<file path="config.mk">
export PLATFORM = sky130hd
export DESIGN_NAME = vpvd_queue
export DESIGN_NICKNAME = d
export VERILOG_FILES = /design/src/design/vpvd_pkg.sv /design/src/design/vpvd_queue.sv
export SDC_FILE = /design/constraint.sdc
export NUM_CORES = 1
export LEC_CHECK = 0
export ABC_AREA = 1
export BUFFER_PORTS_ARGS = -buffer_cell sky130_fd_sc_hd__buf_4
export CORE_ASPECT_RATIO = 0.8
export CORE_MARGIN = 2
export CORE_UTILIZATION = 52
export DETAILED_ROUTE_END_ITERATION = 12
export GPL_TIMING_DRIVEN = 0
export HOLD_SLACK_MARGIN = 0.1
export PLACE_DENSITY = 0.81
export SLEW_MARGIN = 20
export SYNTH_ARGS = -nofsm -noshare
export SYNTH_HDL_FRONTEND = slang
export SYNTH_SLANG_ARGS = --single-unit
</file>
<file path="constraint.sdc">
create_clock -name clk -period 2.7 [get_ports clk]
set_input_delay 0.27 -clock clk [delete_from_list [all_inputs] [get_ports clk]]
set_output_delay 0.27 -clock clk [all_outputs]
set_load 0.05 [all_outputs]
</file>
<file path="src/design/vpvd_pkg.sv">
// ----------------------------------------------------------------------------
// vpvd_pkg: shared types and constants of the palette voxel decoder
// Payload structs of both channels, the palette word, the queue operation and
// the configuration register indexes.
// ----------------------------------------------------------------------------
package vpvd_pkg;

  // Configuration register indexes (byte address is 4 times the index).
  localparam int          CFG_ADDR_W     = 5;
  localparam logic [2:0]  REG_VOL_WIDTH  = 3'd0;
  localparam logic [2:0]  REG_VOL_LENGTH = 3'd1;
  localparam logic [2:0]  REG_VOL_HEIGHT = 3'd2;
  localparam logic [2:0]  REG_BOUND_X    = 3'd3;
  localparam logic [2:0]  REG_BOUND_Y    = 3'd4;
  localparam logic [2:0]  REG_BOUND_Z    = 3'd5;
  localparam logic [2:0]  REG_AIR_CODE   = 3'd6;

  // Request types on the input channel.
  localparam logic REQ_LOAD = 1'b0;
  localparam logic REQ_DATA = 1'b1;

  // Varint assembly: the fifth byte always closes a value.
  localparam logic [2:0] VARINT_LAST_STEP = 3'd4;

  localparam int PALETTE_DEPTH_DEF = 4096;
  // Widest palette index the queue carries (depth of at most 65536).
  localparam int PAL_IDX_W         = 16;

  // Decoupling queue between front and back.
  localparam int Q_DEPTH = 4;
  localparam int Q_PTR_W = 2;

  typedef struct packed {
    logic        req_type;
    logic [11:0] slot;
    logic [7:0]  kind_in;
    logic [2:0]  dir_in;
    logic [15:0] aux_in;
    logic        ovr_in;
    logic [3:0]  level_in;
    logic        pow_in;
    logic        strong_in;
    logic [7:0]  data_byte;
    logic        end_of_data;
  } in_item_t;

  typedef struct packed {
    logic [14:0] pos_x;
    logic [14:0] pos_y;
    logic [14:0] pos_z;
    logic [7:0]  kind_out;
    logic [2:0]  dir_out;
    logic [15:0] aux_out;
    logic        ovr_out;
    logic [3:0]  level_out;
    logic        pow_out;
    logic        strong_out;
  } out_item_t;

  typedef struct packed {
    logic [7:0]  kind;
    logic [2:0]  dir;
    logic [15:0] aux;
    logic        ovr;
    logic [3:0]  level;
    logic        pw;
    logic        strong_pw;
  } pal_entry_t;

  typedef struct packed {
    logic       loaded;
    pal_entry_t entry;
  } pal_word_t;

  // One operation handed from the front to the back.
  typedef struct packed {
    logic                 is_load;
    logic [PAL_IDX_W-1:0] idx;
    pal_entry_t           entry;
    logic                 hit;      // lookup index valid and position inside bounds
    logic [14:0]          pos_x;
    logic [14:0]          pos_y;
    logic [14:0]          pos_z;
  } vpvd_op_t;

endpackage

</file>
<file path="src/design/vpvd_queue.sv">
// ----------------------------------------------------------------------------
// vpvd_queue: short operation queue between front and back
// A small register FIFO so that the front keeps accepting while the back
// waits on the result channel.
// ----------------------------------------------------------------------------
module vpvd_queue
  import vpvd_pkg::*;
(
  input  logic     clk,
  input  logic     rst_n,
  input  logic     push,
  input  vpvd_op_t push_op,
  output logic     full,
  output logic     head_valid,
  output vpvd_op_t head_op,
  input  logic     pop
);

  vpvd_op_t           slots_r [Q_DEPTH];
  logic [Q_PTR_W-1:0] wr_ptr_r, wr_ptr_nxt;
  logic [Q_PTR_W-1:0] rd_ptr_r, rd_ptr_nxt;
  logic [Q_PTR_W:0]   count_r, count_nxt;

  assign full       = (count_r == (Q_PTR_W+1)'(Q_DEPTH));
  assign head_valid = (count_r != '0);
  assign head_op    = slots_r[rd_ptr_r];

  always_comb begin
    wr_ptr_nxt = push ? wr_ptr_r + Q_PTR_W'(1) : wr_ptr_r;
    rd_ptr_nxt = pop  ? rd_ptr_r + Q_PTR_W'(1) : rd_ptr_r;
    count_nxt  = count_r + (Q_PTR_W+1)'(push) - (Q_PTR_W+1)'(pop);
  end

  always_ff @(posedge clk) begin
    if (push) begin
      slots_r[wr_ptr_r] <= push_op;
    end
  end

  always_ff @(posedge clk) begin
    if (!rst_n) begin
      wr_ptr_r <= '0;
      rd_ptr_r <= '0;
      count_r  <= '0;
    end else begin
      wr_ptr_r <= wr_ptr_nxt;
      rd_ptr_r <= rd_ptr_nxt;
      count_r  <= count_nxt;
    end
  end

endmodule

</file>
### Word-level counts from Yosys, hierarchy flattened

Memory sizes are Yosys's and may differ from the RTL's. A register that Yosys moved wholly into a read port is not among the register bits.
Cells that the tools add are included.

| word-level totals | value |
|---|---|
| flip-flop bits (word level) | 7 |
| bits in writable memories | 388 |
| input bits | 101 |
| output and inout bits | 99 |
| word-level logic and storage cells | 14 |
| memories | 1 |

| operators by class | value |
|---|---|
| add/sub/neg operators | 4 |
| equal/unequal tests | 1 |
| multiplexer cells | 4 |
| reductions and logical operators | 1 |

Memories:

| memory | depth | width | read ports | clocked after memory_dff | wr ports | line | RTL |
|---|---|---|---|---|---|---|---|
| slots_r | 4 | 97 | 1 | 1 | 1 | vpvd_queue.sv:19 | `vpvd_op_t slots_r [Q_DEPTH];` |

Operator list:

| kind | number |
|---|---|
| $add 2x1->2 const B | 2 |
| $mux 2 | 2 |
| $add 3x1->3 | 1 |
| $eq 3x3->1 const B | 1 |
| $reduce_bool 3->1 | 1 |
| $sub 3x1->3 | 1 |
| $mux 1 | 2 |

### Depth between registers and ports, before layout

| logic depth | value |
|---|---|
| word-level depth | 3 |
| gate-level depth with buffers | 8 |
| depth with buffers taken out | 8 |

### Worst setup path after synthesis

Ideal clock, no wire load.

| timing path | value |
|---|---|
| path type | register -> register |
| from | reg wr_ptr_r[0] |
| to | mem slots_r[2][0] (netlist name) (enable) |
| setup time | 451 ps |
| arrival time | 2462 ps |
| data required time | 2249 ps |
| path slack | -213 ps |
| cell stages (with the launch flop) | 5 |
| path buffers | 0 |
| clock period less this slack | 2913 ps |
| cells stage by stage | dfxtp_1 -> inv_1 -> ha_1 -> nand2_1 -> inv_1 |

RTL lines:

| what | line | RTL |
|---|---|---|
| from (decl) | vpvd_queue.sv:20 | `logic [Q_PTR_W-1:0] wr_ptr_r, wr_ptr_nxt;` |
| from (signal assigned) | vpvd_queue.sv:46 | `wr_ptr_r <= wr_ptr_nxt;` |
| to (decl) | vpvd_queue.sv:19 |  |

No word-level cell before the write port.

==> results.json <==
{
  "status": "complete, no violations",
  "regArea_sq_mm": 0.0118,
  "cts_setup_buffers": 0,
  "hp-start": "push_op[7]",
  "fillerInstances": 2060,
  "grt_pass1_vias": 10500,
  "net-switching-power_mw": 3.99,
  "path_max_fanout": 10,
  "fp.dieW_um": 201,
  "yosysTopAreaCell": "edfxtp_1",
  "hold_viol": 0,
  "antenna_found_initial": 0,
  "power_density_mw_per_mm2": 723,
  "hold_path.class": "primary input to flop",
  "synth-edff-count": 388,
  "setup_ws_ns": 0.319,
  "reg2reg_from": "wr_ptr_r[0]$_SDFFE_PN0P_",
  "intPower_mw": 11.1,
  "start_util_pct": 53.1,
  "yosysMostFrequentCell": "edfxtp_1",
  "syn-cell-area_sq_mm": 0.0162,
  "cp.required_ns": 2.43,
  "cts_root_buf": "clkbuf_16",
  "p_comb_share_pct": 16.7,
  "finalCritPeriodShare_pct": 88.2,
  "clkTransAtPathRegs_ns": 0.06,
  "cts_resized": 0,
  "setup_viol": 0,
  "drv_slew": 0,
  "vias": 10400,
  "synthesis.nets": 1295,
  "antennaDiodeCount": 0,
  "io-pin-count": 200,
  "synth.avg_cell_area_sq_um": 13.7,
  "slew_headroom_pct": 50.5,
  "die-height_um": 162,
  "p_leak_nw": 8.18,
  "drive_gt1_share_pct": 27.2,
  "synthToLayoutAreaGrowth_pct": 28.7,
  "ys_types": 20,
  "ys_ff_latch": 397,
  "ctsHoldBuffers": 101,
  "grt_pass1_wl_mm": 56.3,
  "place_ws_ns": 0.515,
  "cap_violations": 0,
  "start_kind": "flop",
  "slowest_stage": "clkbuf_1",
  "initialDrtViolationCount": 760,
  "die_area_sq_mm": 0.0326,
  "drc": 0,
  "ys_async_sr_fraction_pct": 0,
  "synth_cells": 1187,
  "grt_max_degree": 31,
  "power_mw": 15.1,
  "multiInputGateArea_sq_mm": 0.00305,
  "dpl.hpwl_mm": 22.9,
  "netlist_top_cells_area": "edfxtp_1 72%, o211ai_2 5.4%, inv_1 4.8%, nand2_1 4.7%, a21oi_1 2.6%",
  "ir_worst_vdd_mv": 0.631,
  "fin_crit_ns": 2.38,
  "core_area_sq_mm": 0.0305,
  "dr.pass1.iters": 5,
  "ant_nets": 0,
  "yosysTopAreaCellShare_pct": 71.9,
  "tns_ns": 0,
  "cts_buffers": 40,
  "synth_ff_type": "edfxtp_1",
  "critPathMaxStageDelay_ns": 0.46,
  "ys_seq_area_share_pct": 73.0,
  "utilization_pct": 68.3,
  "cts_buffer_depth": 3,
  "p_sw_share_pct": 26.5,
  "grt.overflow.total": 0,
  "r2r_setup_slack_ns": 0.52,
  "wl_per_cell_um": 18.6,
  "rr_endpoint": "slots_r[0][55]$_DFFE_PP_",
  "ys_warn_count": 0,
  "fmax_mhz": 420,
  "place_congestion": 0.756,
  "end_kind": "output port",
  "worstMarginPinSlew_ns": 0.740,
  "viasPerCell": 5.21,
  "crit_chain": "buf_6 -> clkbuf_1 -> o21ai_0 -> nand2_1 -> buf_4",
  "rsz0062_at_grt": "false",
  "grt_use_total_pct": 22.4,
  "wl_mm": 37.0,
  "cts_tree": "yes",
  "io_buffer_count": 199,
  "power_frac_clock_pct": 36.1,
  "hold_end": "slots_r[2][7]$_DFFE_PP_",
  "cts_num_sinks": 397,
  "nNetsFinal": 1651,
  "skew_ns": 0.0174,
  "crit_arrival_ns": 2.11,
  "reg2regPathDepth": 6,
  "min_path_cells": 2,
  "critPathKind": "flop to output port",
  "ys_top_cells_by_count": "388 x edfxtp_1, 209 x inv_1, 204 x nand2_1",
  "std_cell_rows": 57,
  "htree_num_levels": 2,
  "seq_power_share_pct": 47.2,
  "insertion_delay_ns": 0.53
}
[cell families after synthesis]
| family | count (synthesis) | synth area share (%) |
|---|---|---|
| DFF | 397 | 73.0 |
| AOI/OAI and AO/OA | 301 | 13.4 |
| buffers and inverters | 274 | 8.15 |
| and+or+nand+nor | 208 | 4.83 |
| adders and majority gates | 7 | 0.587 |
[critical path, delay by kind of cell, from the launching register on]
family                 cells  cell delay (ns)
buffers and inverters      3             0.86
flip-flops                 1             0.35
AO/OA/AOI/OAI              1             0.21
AND/OR/NAND/NOR            1             0.16
[area by class of cell]
cell class,instances,share of cell area (%)
sequential,397,56.7
buffer,65,2.57
tap,413,2.48
inverter,209,3.83
timing repair buffer,314,13.5
clock buffer,51,5.15
multi-input combinational,516,14.6
clock inverter,22,1.04
[layer usage]
metal | up-vias | global-route usage, % | share of wire (%) | wire (um)
met5 | - | 0 | 0 | 0
met4 | 0 | 7.22 | 2.5 | 937
met3 | 66 | 3.55 | 7.0 | 2580
met2 | 404 | 38.1 | 49 | 18200
met1 | 5031 | 29.9 | 41 | 15300
li1 | 4849 | - | - | -
[power groups by stage]
| stage | combinational (mW) | sequential, mW | clock (mW) |
|---|---|---|---|
| 6_report | 2.51 | 7.12 | 5.44 |
| 5_1_grt | 2.65 | 7.13 | 5.75 |
| 4_1_cts | 2.52 | 7.12 | 5.51 |
| 3_5_place_dp | 2.39 | 7.25 | 0 |
| 3_3_place_gp | 2.29 | 7.26 | 0 |
| 2_1_floorplan | 1.51 | 7.24 | 0 |
[sequential cells by signal (all words and copies together) (netlist names), named ones only]
| signal | count |
|---|---|
| slots_r | 388 |
| count_r | 3 |
| rd_ptr_r | 2 |
| wr_ptr_r | 2 |
[through the flow]
step                      hold WS, ns  instance area (sq um)  cells
after global placement          0.460                  18200   1799
after detailed placement        0.472                  18500   1813
after global routing            0.473                  20800   1987
final                           0.483                  20800   1987
after floorplan                 0.362                  16200   1187
after CTS                       0.458                  20800   1987
[placed cells by master, fill, tap and decap left out, types with 4 or more instances in the layout]
cell / instances
o21ai_1: 60
bufinv_16: 4
clkinv_1: 6
buf_4: 213
o21ai_0: 41
dfxtp_1: 9
clkbuf_1: 11
o211ai_1: 27
clkinvlp_4: 5
clkbuf_16: 41
o211ai_2: 70
dlygate4sd3_1: 101
nand2_1: 204
a21oi_2: 20
buf_16: 5
buf_2: 20
edfxtp_1: 388
ha_1: 6
clkinv_2: 8
buf_6: 26
a21oi_1: 83
buf_12: 9
inv_1: 205
[worst max-delay path by stage]
stage	startpoint	end	slack (ns)	cells after the start
6_report	flop	head_op[94]	0.32	5
5_1_grt	flop	head_op[94]	0.21	5
3_3_place_gp	wr_ptr_r[0]$_SDFFE_PN0P_	slots_r[2][51]$_DFFE_PP_	-1.02	4
2_1_floorplan	wr_ptr_r[0]$_SDFFE_PN0P_	slots_r[0][0]$_DFFE_PP_	0.20	4
4_1_cts	flop	head_op[94]	0.31	5
3_5_place_dp	wr_ptr_r[0]$_SDFFE_PN0P_	slots_r[0][56]$_DFFE_PP_	0.51	6
No activity file was read; power rests on OpenSTA's default activity.
