$ cat src/design/vpvd_pkg.sv
// ----------------------------------------------------------------------------
// vpvd_pkg: shared types and constants of the palette voxel decoder
// Payload structs of both channels, the palette word, the queue operation and
// the configuration register indexes.
// ----------------------------------------------------------------------------
package vpvd_pkg;

  // Configuration register indexes (byte address is 4 times the index).
  localparam int          CFG_ADDR_W     = 5;
  localparam logic [2:0]  REG_VOL_WIDTH  = 3'd0;
  localparam logic [2:0]  REG_VOL_LENGTH = 3'd1;
  localparam logic [2:0]  REG_VOL_HEIGHT = 3'd2;
  localparam logic [2:0]  REG_BOUND_X    = 3'd3;
  localparam logic [2:0]  REG_BOUND_Y    = 3'd4;
  localparam logic [2:0]  REG_BOUND_Z    = 3'd5;
  localparam logic [2:0]  REG_AIR_CODE   = 3'd6;

  // Request types on the input channel.
  localparam logic REQ_LOAD = 1'b0;
  localparam logic REQ_DATA = 1'b1;

  // Varint assembly: the fifth byte always closes a value.
  localparam logic [2:0] VARINT_LAST_STEP = 3'd4;

  localparam int PALETTE_DEPTH_DEF = 4096;
  // Widest palette index the queue carries (depth of at most 65536).
  localparam int PAL_IDX_W         = 16;

  // Decoupling queue between front and back.
  localparam int Q_DEPTH = 4;
  localparam int Q_PTR_W = 2;

  typedef struct packed {
    logic        req_type;
    logic [11:0] slot;
    logic [7:0]  kind_in;
    logic [2:0]  dir_in;
    logic [15:0] aux_in;
    logic        ovr_in;
    logic [3:0]  level_in;
    logic        pow_in;
    logic        strong_in;
    logic [7:0]  data_byte;
    logic        end_of_data;
  } in_item_t;

  typedef struct packed {
    logic [14:0] pos_x;
    logic [14:0] pos_y;
    logic [14:0] pos_z;
    logic [7:0]  kind_out;
    logic [2:0]  dir_out;
    logic [15:0] aux_out;
    logic        ovr_out;
    logic [3:0]  level_out;
    logic        pow_out;
    logic        strong_out;
  } out_item_t;

  typedef struct packed {
    logic [7:0]  kind;
    logic [2:0]  dir;
    logic [15:0] aux;
    logic        ovr;
    logic [3:0]  level;
    logic        pw;
    logic        strong_pw;
  } pal_entry_t;

  typedef struct packed {
    logic       loaded;
    pal_entry_t entry;
  } pal_word_t;

  // One operation handed from the front to the back.
  typedef struct packed {
    logic                 is_load;
    logic [PAL_IDX_W-1:0] idx;
    pal_entry_t           entry;
    logic                 hit;      // lookup index valid and position inside bounds
    logic [14:0]          pos_x;
    logic [14:0]          pos_y;
    logic [14:0]          pos_z;
  } vpvd_op_t;

endpackage

$ cat src/design/vpvd_front.sv
// ----------------------------------------------------------------------------
// vpvd_front: input acceptance, varint assembly and voxel position tracking
// Turns each accepted transaction into at most one queue operation: a palette
// write or a palette lookup tagged with its position and bounds result.
// ----------------------------------------------------------------------------
module vpvd_front
  import vpvd_pkg::*;
#(
  parameter int PALETTE_DEPTH = PALETTE_DEPTH_DEF
) (
  input  logic        clk,
  input  logic        rst_n,
  input  logic        in_valid,
  output logic        in_stall,
  input  in_item_t    in_data,
  input  logic [14:0] vol_width,
  input  logic [14:0] vol_length,
  input  logic [14:0] vol_height,
  input  logic [15:0] bound_x,
  input  logic [15:0] bound_y,
  input  logic [15:0] bound_z,
  input  logic        clear_busy,
  input  logic        q_full,
  output logic        q_push,
  output vpvd_op_t    q_op
);

  logic [31:0] accum_r, accum_nxt;
  logic [2:0]  byte_step_r, byte_step_nxt;
  logic [14:0] cur_x_r, cur_x_nxt;
  logic [14:0] cur_z_r, cur_z_nxt;
  logic [14:0] cur_y_r, cur_y_nxt;
  logic        volume_done_r, volume_done_nxt;

  logic        accept;
  logic [31:0] group;
  logic [31:0] value;
  logic        more;
  logic        slot_ok;
  logic        idx_ok;
  logic        in_bounds;
  logic        x_wrap, z_wrap, y_wrap;

  assign in_stall = clear_busy | q_full;
  assign accept   = in_valid & ~in_stall;

  always_comb begin
    unique case (byte_step_r)
      3'd0:    group = {25'd0, in_data.data_byte[6:0]};
      3'd1:    group = {18'd0, in_data.data_byte[6:0], 7'd0};
      3'd2:    group = {11'd0, in_data.data_byte[6:0], 14'd0};
      3'd3:    group = {4'd0, in_data.data_byte[6:0], 21'd0};
      default: group = {in_data.data_byte[3:0], 28'd0};
    endcase
  end

  assign value = accum_r | group;
  assign more  = in_data.data_byte[7] & (byte_step_r < VARINT_LAST_STEP)
               & ~in_data.end_of_data;

  assign slot_ok   = {20'd0, in_data.slot} < 32'(PALETTE_DEPTH);
  assign idx_ok    = ~value[31] & (value < 32'(PALETTE_DEPTH));
  assign in_bounds = ({1'b0, cur_x_r} < bound_x) & ({1'b0, cur_y_r} < bound_y)
                   & ({1'b0, cur_z_r} < bound_z);

  // A size of zero behaves as one, since the incremented counter always reaches it.
  assign x_wrap = ({1'b0, cur_x_r} + 16'd1) >= {1'b0, vol_width};
  assign z_wrap = ({1'b0, cur_z_r} + 16'd1) >= {1'b0, vol_length};
  assign y_wrap = ({1'b0, cur_y_r} + 16'd1) >= {1'b0, vol_height};

  always_comb begin
    accum_nxt       = accum_r;
    byte_step_nxt   = byte_step_r;
    cur_x_nxt       = cur_x_r;
    cur_z_nxt       = cur_z_r;
    cur_y_nxt       = cur_y_r;
    volume_done_nxt = volume_done_r;
    q_push          = 1'b0;

    q_op.is_load = (in_data.req_type == REQ_LOAD);
    q_op.idx     = (in_data.req_type == REQ_LOAD) ? PAL_IDX_W'(in_data.slot)
                                                  : value[PAL_IDX_W-1:0];
    q_op.entry.kind      = in_data.kind_in;
    q_op.entry.dir       = in_data.dir_in;
    q_op.entry.aux       = in_data.aux_in;
    q_op.entry.ovr       = in_data.ovr_in;
    q_op.entry.level     = in_data.level_in;
    q_op.entry.pw        = in_data.pow_in;
    q_op.entry.strong_pw = in_data.strong_in;
    q_op.hit   = idx_ok & in_bounds;
    q_op.pos_x = cur_x_r;
    q_op.pos_y = cur_y_r;
    q_op.pos_z = cur_z_r;

    if (accept) begin
      if (in_data.req_type == REQ_LOAD) begin
        q_push = slot_ok;
      end else if (!volume_done_r) begin
        if (more) begin
          accum_nxt     = value;
          byte_step_nxt = byte_step_r + 3'd1;
        end else begin
          accum_nxt     = '0;
          byte_step_nxt = '0;
          q_push        = 1'b1;
          // x runs innermost, then z, then y.
          cur_x_nxt = x_wrap ? '0 : cur_x_r + 15'd1;
          if (x_wrap) begin
            cur_z_nxt = z_wrap ? '0 : cur_z_r + 15'd1;
            if (z_wrap) begin
              cur_y_nxt = y_wrap ? '0 : cur_y_r + 15'd1;
              if (y_wrap) begin
                volume_done_nxt = 1'b1;
              end
            end
          end
          if (in_data.end_of_data) begin
            volume_done_nxt = 1'b1;
          end
        end
      end
    end
  end

  always_ff @(posedge clk) begin
    if (!rst_n) begin
      accum_r       <= '0;
      byte_step_r   <= '0;
      cur_x_r       <= '0;
      cur_z_r       <= '0;
      cur_y_r       <= '0;
      volume_done_r <= 1'b0;
    end else begin
      accum_r       <= accum_nxt;
      byte_step_r   <= byte_step_nxt;
      cur_x_r       <= cur_x_nxt;
      cur_z_r       <= cur_z_nxt;
      cur_y_r       <= cur_y_nxt;
      volume_done_r <= volume_done_nxt;
    end
  end

  a_push_not_full: assert property (@(posedge clk) disable iff (!rst_n)
    q_push |-> !q_full)
    else $error("queue push while full");

  a_done_sticky: assert property (@(posedge clk) disable iff (!rst_n)
    volume_done_r |=> volume_done_r)
    else $error("volume done flag cleared without reset");

endmodule

$ cat config.mk
export PLATFORM = sky130hd
export DESIGN_NAME = vpvd_front
export DESIGN_NICKNAME = d
export VERILOG_FILES = /design/src/design/vpvd_pkg.sv /design/src/design/vpvd_front.sv
export SDC_FILE = /design/constraint.sdc
export NUM_CORES = 1
export LEC_CHECK = 0
export BUFFER_PORTS_ARGS = -buffer_cell sky130_fd_sc_hd__buf_2
export CORE_MARGIN = 8
export CORE_UTILIZATION = 45
export DETAILED_ROUTE_END_ITERATION = 16
export MAX_ROUTING_LAYER = met4
export PLACE_DENSITY = 0.76
export SLEW_MARGIN = 25
export SYNTH_ARGS = -nofsm -noshare
export SYNTH_HDL_FRONTEND = slang
export SYNTH_SLANG_ARGS = --single-unit
$ cat constraint.sdc
create_clock -name clk -period 3.7 [get_ports clk]
set_input_delay 0.37 -clock clk [delete_from_list [all_inputs] [get_ports clk]]
set_output_delay 0.37 -clock clk [all_outputs]
set_load 0.01 [all_outputs]
**Word-level counts from Yosys, hierarchy flattened**

Index checks and enable logic that the tools add are counted.

- Memories: 0
- Bits in read-only memories: 0
- Latch bits: 0
- Input bits: 154
- Output and inout bits: 99
- RAM bits: 0
- Flip-flop bits (word level): 81

- Add/subtract/negate cells: 7
- Shift-type cells: 0
- Bitwise logic cells: 15
- Order comparisons: 8
- Multiply operators: 0
- Eq/ne operators: 3
- Reductions and logical operators: 6
- Multiplexer cells: 17
- Div/mod/pow operators: 0

Operators with widths:

| operator | count |
|---|---|
| case mux 32 bit (4 select lines) | 1 |
| adder 15 x 1 -> 16 bit (second input constant) | 3 |
| greater-or-equal comparator 16 x 15 -> 1 bit | 3 |
| less-than comparator 15 x 16 -> 1 bit | 3 |
| adder 15 x 1 -> 15 bit (second input constant) | 3 |
| two-way mux 15 bit | 3 |
| less-than comparator 32 x 13 -> 1 bit (second input constant) | 1 |
| two-way mux 32 bit | 1 |
| bitwise OR 32 bit | 1 |
| two-way mux 16 bit | 1 |
| two-way mux 1 bit | 10 |
| bitwise AND 1 bit | 7 |
| equality test 3 x 2 -> 1 bit (second input constant) | 2 |
| inverter 1 bit | 6 |
| AND reduction 6 bit | 1 |
| AND reduction 5 bit | 1 |
| AND reduction 4 bit | 1 |
| adder 3 x 1 -> 3 bit (second input constant) | 1 |
| equality test 3 x 1 -> 1 bit (second input constant) | 1 |
| zero test 3 bit | 1 |
| less-than comparator 3 bit (second input constant) | 1 |
| two-way mux 3 bit | 1 |
| AND reduction 3 bit | 1 |
| AND reduction 2 bit | 1 |
| bitwise OR 1 bit | 1 |

**Depth between registers and ports, before layout**

- Word-level depth: 8
- Mapped depth: 15

**Least setup slack after synthesis**

Ideal clock, no wire load.

- Kind: register -> register
- From: reg cur_z_r[0]
- To: reg cur_z_r[12]
- Setup slack: 0.288 ns
- Data required time: 3.630 ns
- Path buffers: 2
- Cell stages (with the launch flop): 16
- Data arrival time: 3.342 ns
- Cell sequence: dfxtp_1 -> ha_1 -> and3_2 -> clkbuf_1 -> nand4_1 -> nor2_1 -> xor2_1 -> ha_1 -> nand3_1 -> nor4_1 -> a221oi_4 -> nand3_4 -> or3_1 -> buf_2 -> or3_1 -> a21boi_1

- Cells in the longest elaborated chain, start to end: 3
- Elaborated cells between the ends (all ways): 4

RTL lines:

| what | RTL line | source |
|---|---|---|
| start, declared | vpvd_front.sv:31 | `logic [14:0] cur_z_r, cur_z_nxt;` |
| start signal, assigned | vpvd_front.sv:137 | `cur_z_r <= cur_z_nxt;` |
| adder 15 x 1 -> 16 bit | vpvd_front.sv:68 | `assign z_wrap = ({1'b0, cur_z_r} + 16'd1) >= {1'b0, vol_length};` |
| greater-or-equal comparator 16 x 15 -> 1 bit | vpvd_front.sv:68 |  |
| two-way mux 15 bit (*) | vpvd_front.sv:109 | `cur_z_nxt = z_wrap ? '0 : cur_z_r + 15'd1;` |

Mark *: on every way between the ends. The rest lies on a longest branch, timed or not.
A chain may end at the register's enable or synchronous reset.

==> reports/results.tsv <==
metric	value	unit
drt total wl	19.0	mm
clock transition at the registers of the reported paths	0.07	ns
Avg Vias per Cell	5.29	
combinational share of power	10.6	%
Synth top area share	24.0	%
fin util	54.0	%
CP peak stage delay	0.42	ns
Hold Fails Final Rpt	0	
number of routed nets with antenna violations	0	
Synth-to-Final Area Change	19.1	%
via count	6518	
worst hold margin	0.317	ns
most frequent cells in the layout	buf_2 (184), a21oi_1 (98), inv_1 (96), ha_1 (94), dfxtp_1 (81)	
synth warn	0	
VDD IR max	0.000191	V
ys async rst share	0	%
commonest non-fill, non-tap cell in the layout	buf_2	
global-route usage over all layers	19.9	%
switch share	25.6	%
largest net degree at the start of global routing	59	
Max H-tree Level	3	
DIE HEIGHT	139	um
#FFs+latches synth	81	
status	finished clean	
largest fanout on the critical path	5	
wire per inst	15.4	um
Clock Latency Late Sink	0.35	ns
DR iter-0 viols	384	
ranking of synthesized cells by area	dfxtp_1 (24%), ha_1 (18%), a21oi_1 (7.3%)	
f_max	0.287	GHz
cells along the critical path	ha_1, ha_1, a222oi_1, nand4_1, a2111oi_0, o221ai_1, or3_1, nor4_1, buf_2	
Worst path slowest cell	a222oi_1	
CTS Hold Bufs	0	
number of flops mapped to enable cells by yosys	0	
number of global-route vias before repair	6489	
dpl hpwl	15.1	mm
clk_skew	0.00784	ns
GRT overflow	0	
Leakage	4.21	nW
setup violators final	0	
setup TNS	0	ns
Post-Syn Nets	1142	
antenna violations before repair	0	
NetSw	545	uW
critical path endpoint category	primary output	
design area	8060	sq um
Placed Area	7700	sq um
Initial Util	45.3	%
Critical Path AT	3.12	ns
average size of a mapped cell	7.57	sq um
Slew Viols, Final	0	
gpl congestion	0.903	
CP bufs+invs	1	
share of cells above drive strength 1	23.3	%
FP Rows	45	
Synth Instances	893	
fin nets	1289	
Yosys top cell by area	dfxtp_1	
sequential fraction of the synthesis area	24.0	%
CTS Buffer Depth	2	
dominant synthesized flop cell	dfxtp_1	
Core Region	14900	sq um
DIE AREA	19200	sq um
total of max-cap violations	0	
first-pass GRT wire length	31.4	mm
Syn Std Cell Area	6760	sq um
internal cell power	1.58	mW
CTS tree	yes	
drt drc	0	
max_slew headroom	57.5	%
clk root buf	clkbuf_16	
Final Critical Period	3.49	ns
Ports	253	
Critical Path Start Type	register	
sequential power share	41.1	%
crit-path leading delay family	compound AO/OA/AOI/OAI gates	
Die X	139	um
slew at the pin closest to its max-slew limit	0.637	ns
ant diodes	0	
Yosys cell types	54	
worst min path class	in -> reg	
PortBufs	184	
clock sinks	81	
period utilisation layout	94.3	%
DRT Pass-1 Iters	5	
clock buffer count from CTS	9	
Clock Power Share	48.2	%
Most Frequent Cell on Critical Path	ha_1	
critical path class	reg -> out	
PwrDens	264	nW/um^2
Worst EP required	3.33	ns
-- registers in the layout, summed over array words and instances, names as in the netlist --
register,count
byte_step_r,3
cur_y_r,15
cur_x_r,15
volume_done_r,1
cur_z_r,15
accum_r,32
-- tightest hold or removal path, delay by kind of cell --
family	cells	cell delay, ns
buf+inv	1	0.11
simple gates	1	0.09
compound gates	1	0.06
-- power groups by stage --
| stage | sequential [mW] | combinational (mW) | clock, mW |
|---|---|---|---|
| floorplan | 0.895 | 0.157 | 0 |
| global placement | 0.895 | 0.222 | 0 |
| detailed placement | 0.895 | 0.227 | 0 |
| CTS | 0.875 | 0.229 | 1.05 |
| global route | 0.875 | 0.259 | 1.08 |
| finish | 0.875 | 0.226 | 1.03 |
-- layer usage --
| metal | global-route usage [%] | routed length (um) |
|---|---|---|
| met5 | - | 0 |
| met1 | 24.3 | 8710 |
| met4 | 3.95 | 215 |
| met2 | 32.5 | 8940 |
| met3 | 5.07 | 1190 |
-- final timing paths --
check	start	to	slack [ns]	cells after the start
max	byte_step_r[0]	q_op[45]	0.21	9
min	in_data[0]	volume_done_r	0.32	3
max reg2reg	cur_z_r[1]	cur_y_r[13]	0.27	15
min reg2reg	accum_r[2]	accum_r[2]	0.47	2
-- cells in the mapped netlist (11+ instances only) --
cell type	instances
a21oi_1	98
nand3_1	38
nand3b_1	15
dfxtp_1	81
nand2_1	63
buf_4	36
a21boi_0	25
nor2_1	79
xor2_1	11
a21o_1	19
inv_1	96
ha_1	95
xnor2_1	28
clkbuf_1	31
o21ai_0	27
nor3_1	14
nand4_1	19
-- cell families (layout without fill, tap and decap cells) --
family	Yosys count	after routing	share of synthesized area [%]
buf+inv	171	323	11.6
simple gates	299	299	22.7
fa+ha+maj	95	95	17.6
compound gates	208	208	19.1
xor+xnor	39	39	5.05
flops	81	81	24.0
-- area by class of cell --
class,instances,area [sq um]
clock buffer,9,225
clock inverter,7,106
fill,1440,6870
inverter,96,360
multi-input combinational,641,4380
sequential,81,1620
tap,188,235
timing repair buffer,211,1120
-- timing repair --
item | in CTS | in global routing
endpoints found under the setup margin | 0 | 12
endpoints found under the hold margin | 0 | 0
resized for setup | 0 | 5
setup buffers | 0 | 0
-- per-stage QoR --
stage,std cells,power [mW],setup WS [ns]
2_1_floorplan,893,1.05,0.288
3_3_place_gp,1217,1.12,0.276
3_5_place_dp,1217,1.12,0.153
4_1_cts,1233,2.15,0.0751
5_1_grt,1233,2.22,-0.000626
6_report,1233,2.13,0.212
Note: power is estimated with default switching activity, not from simulation.
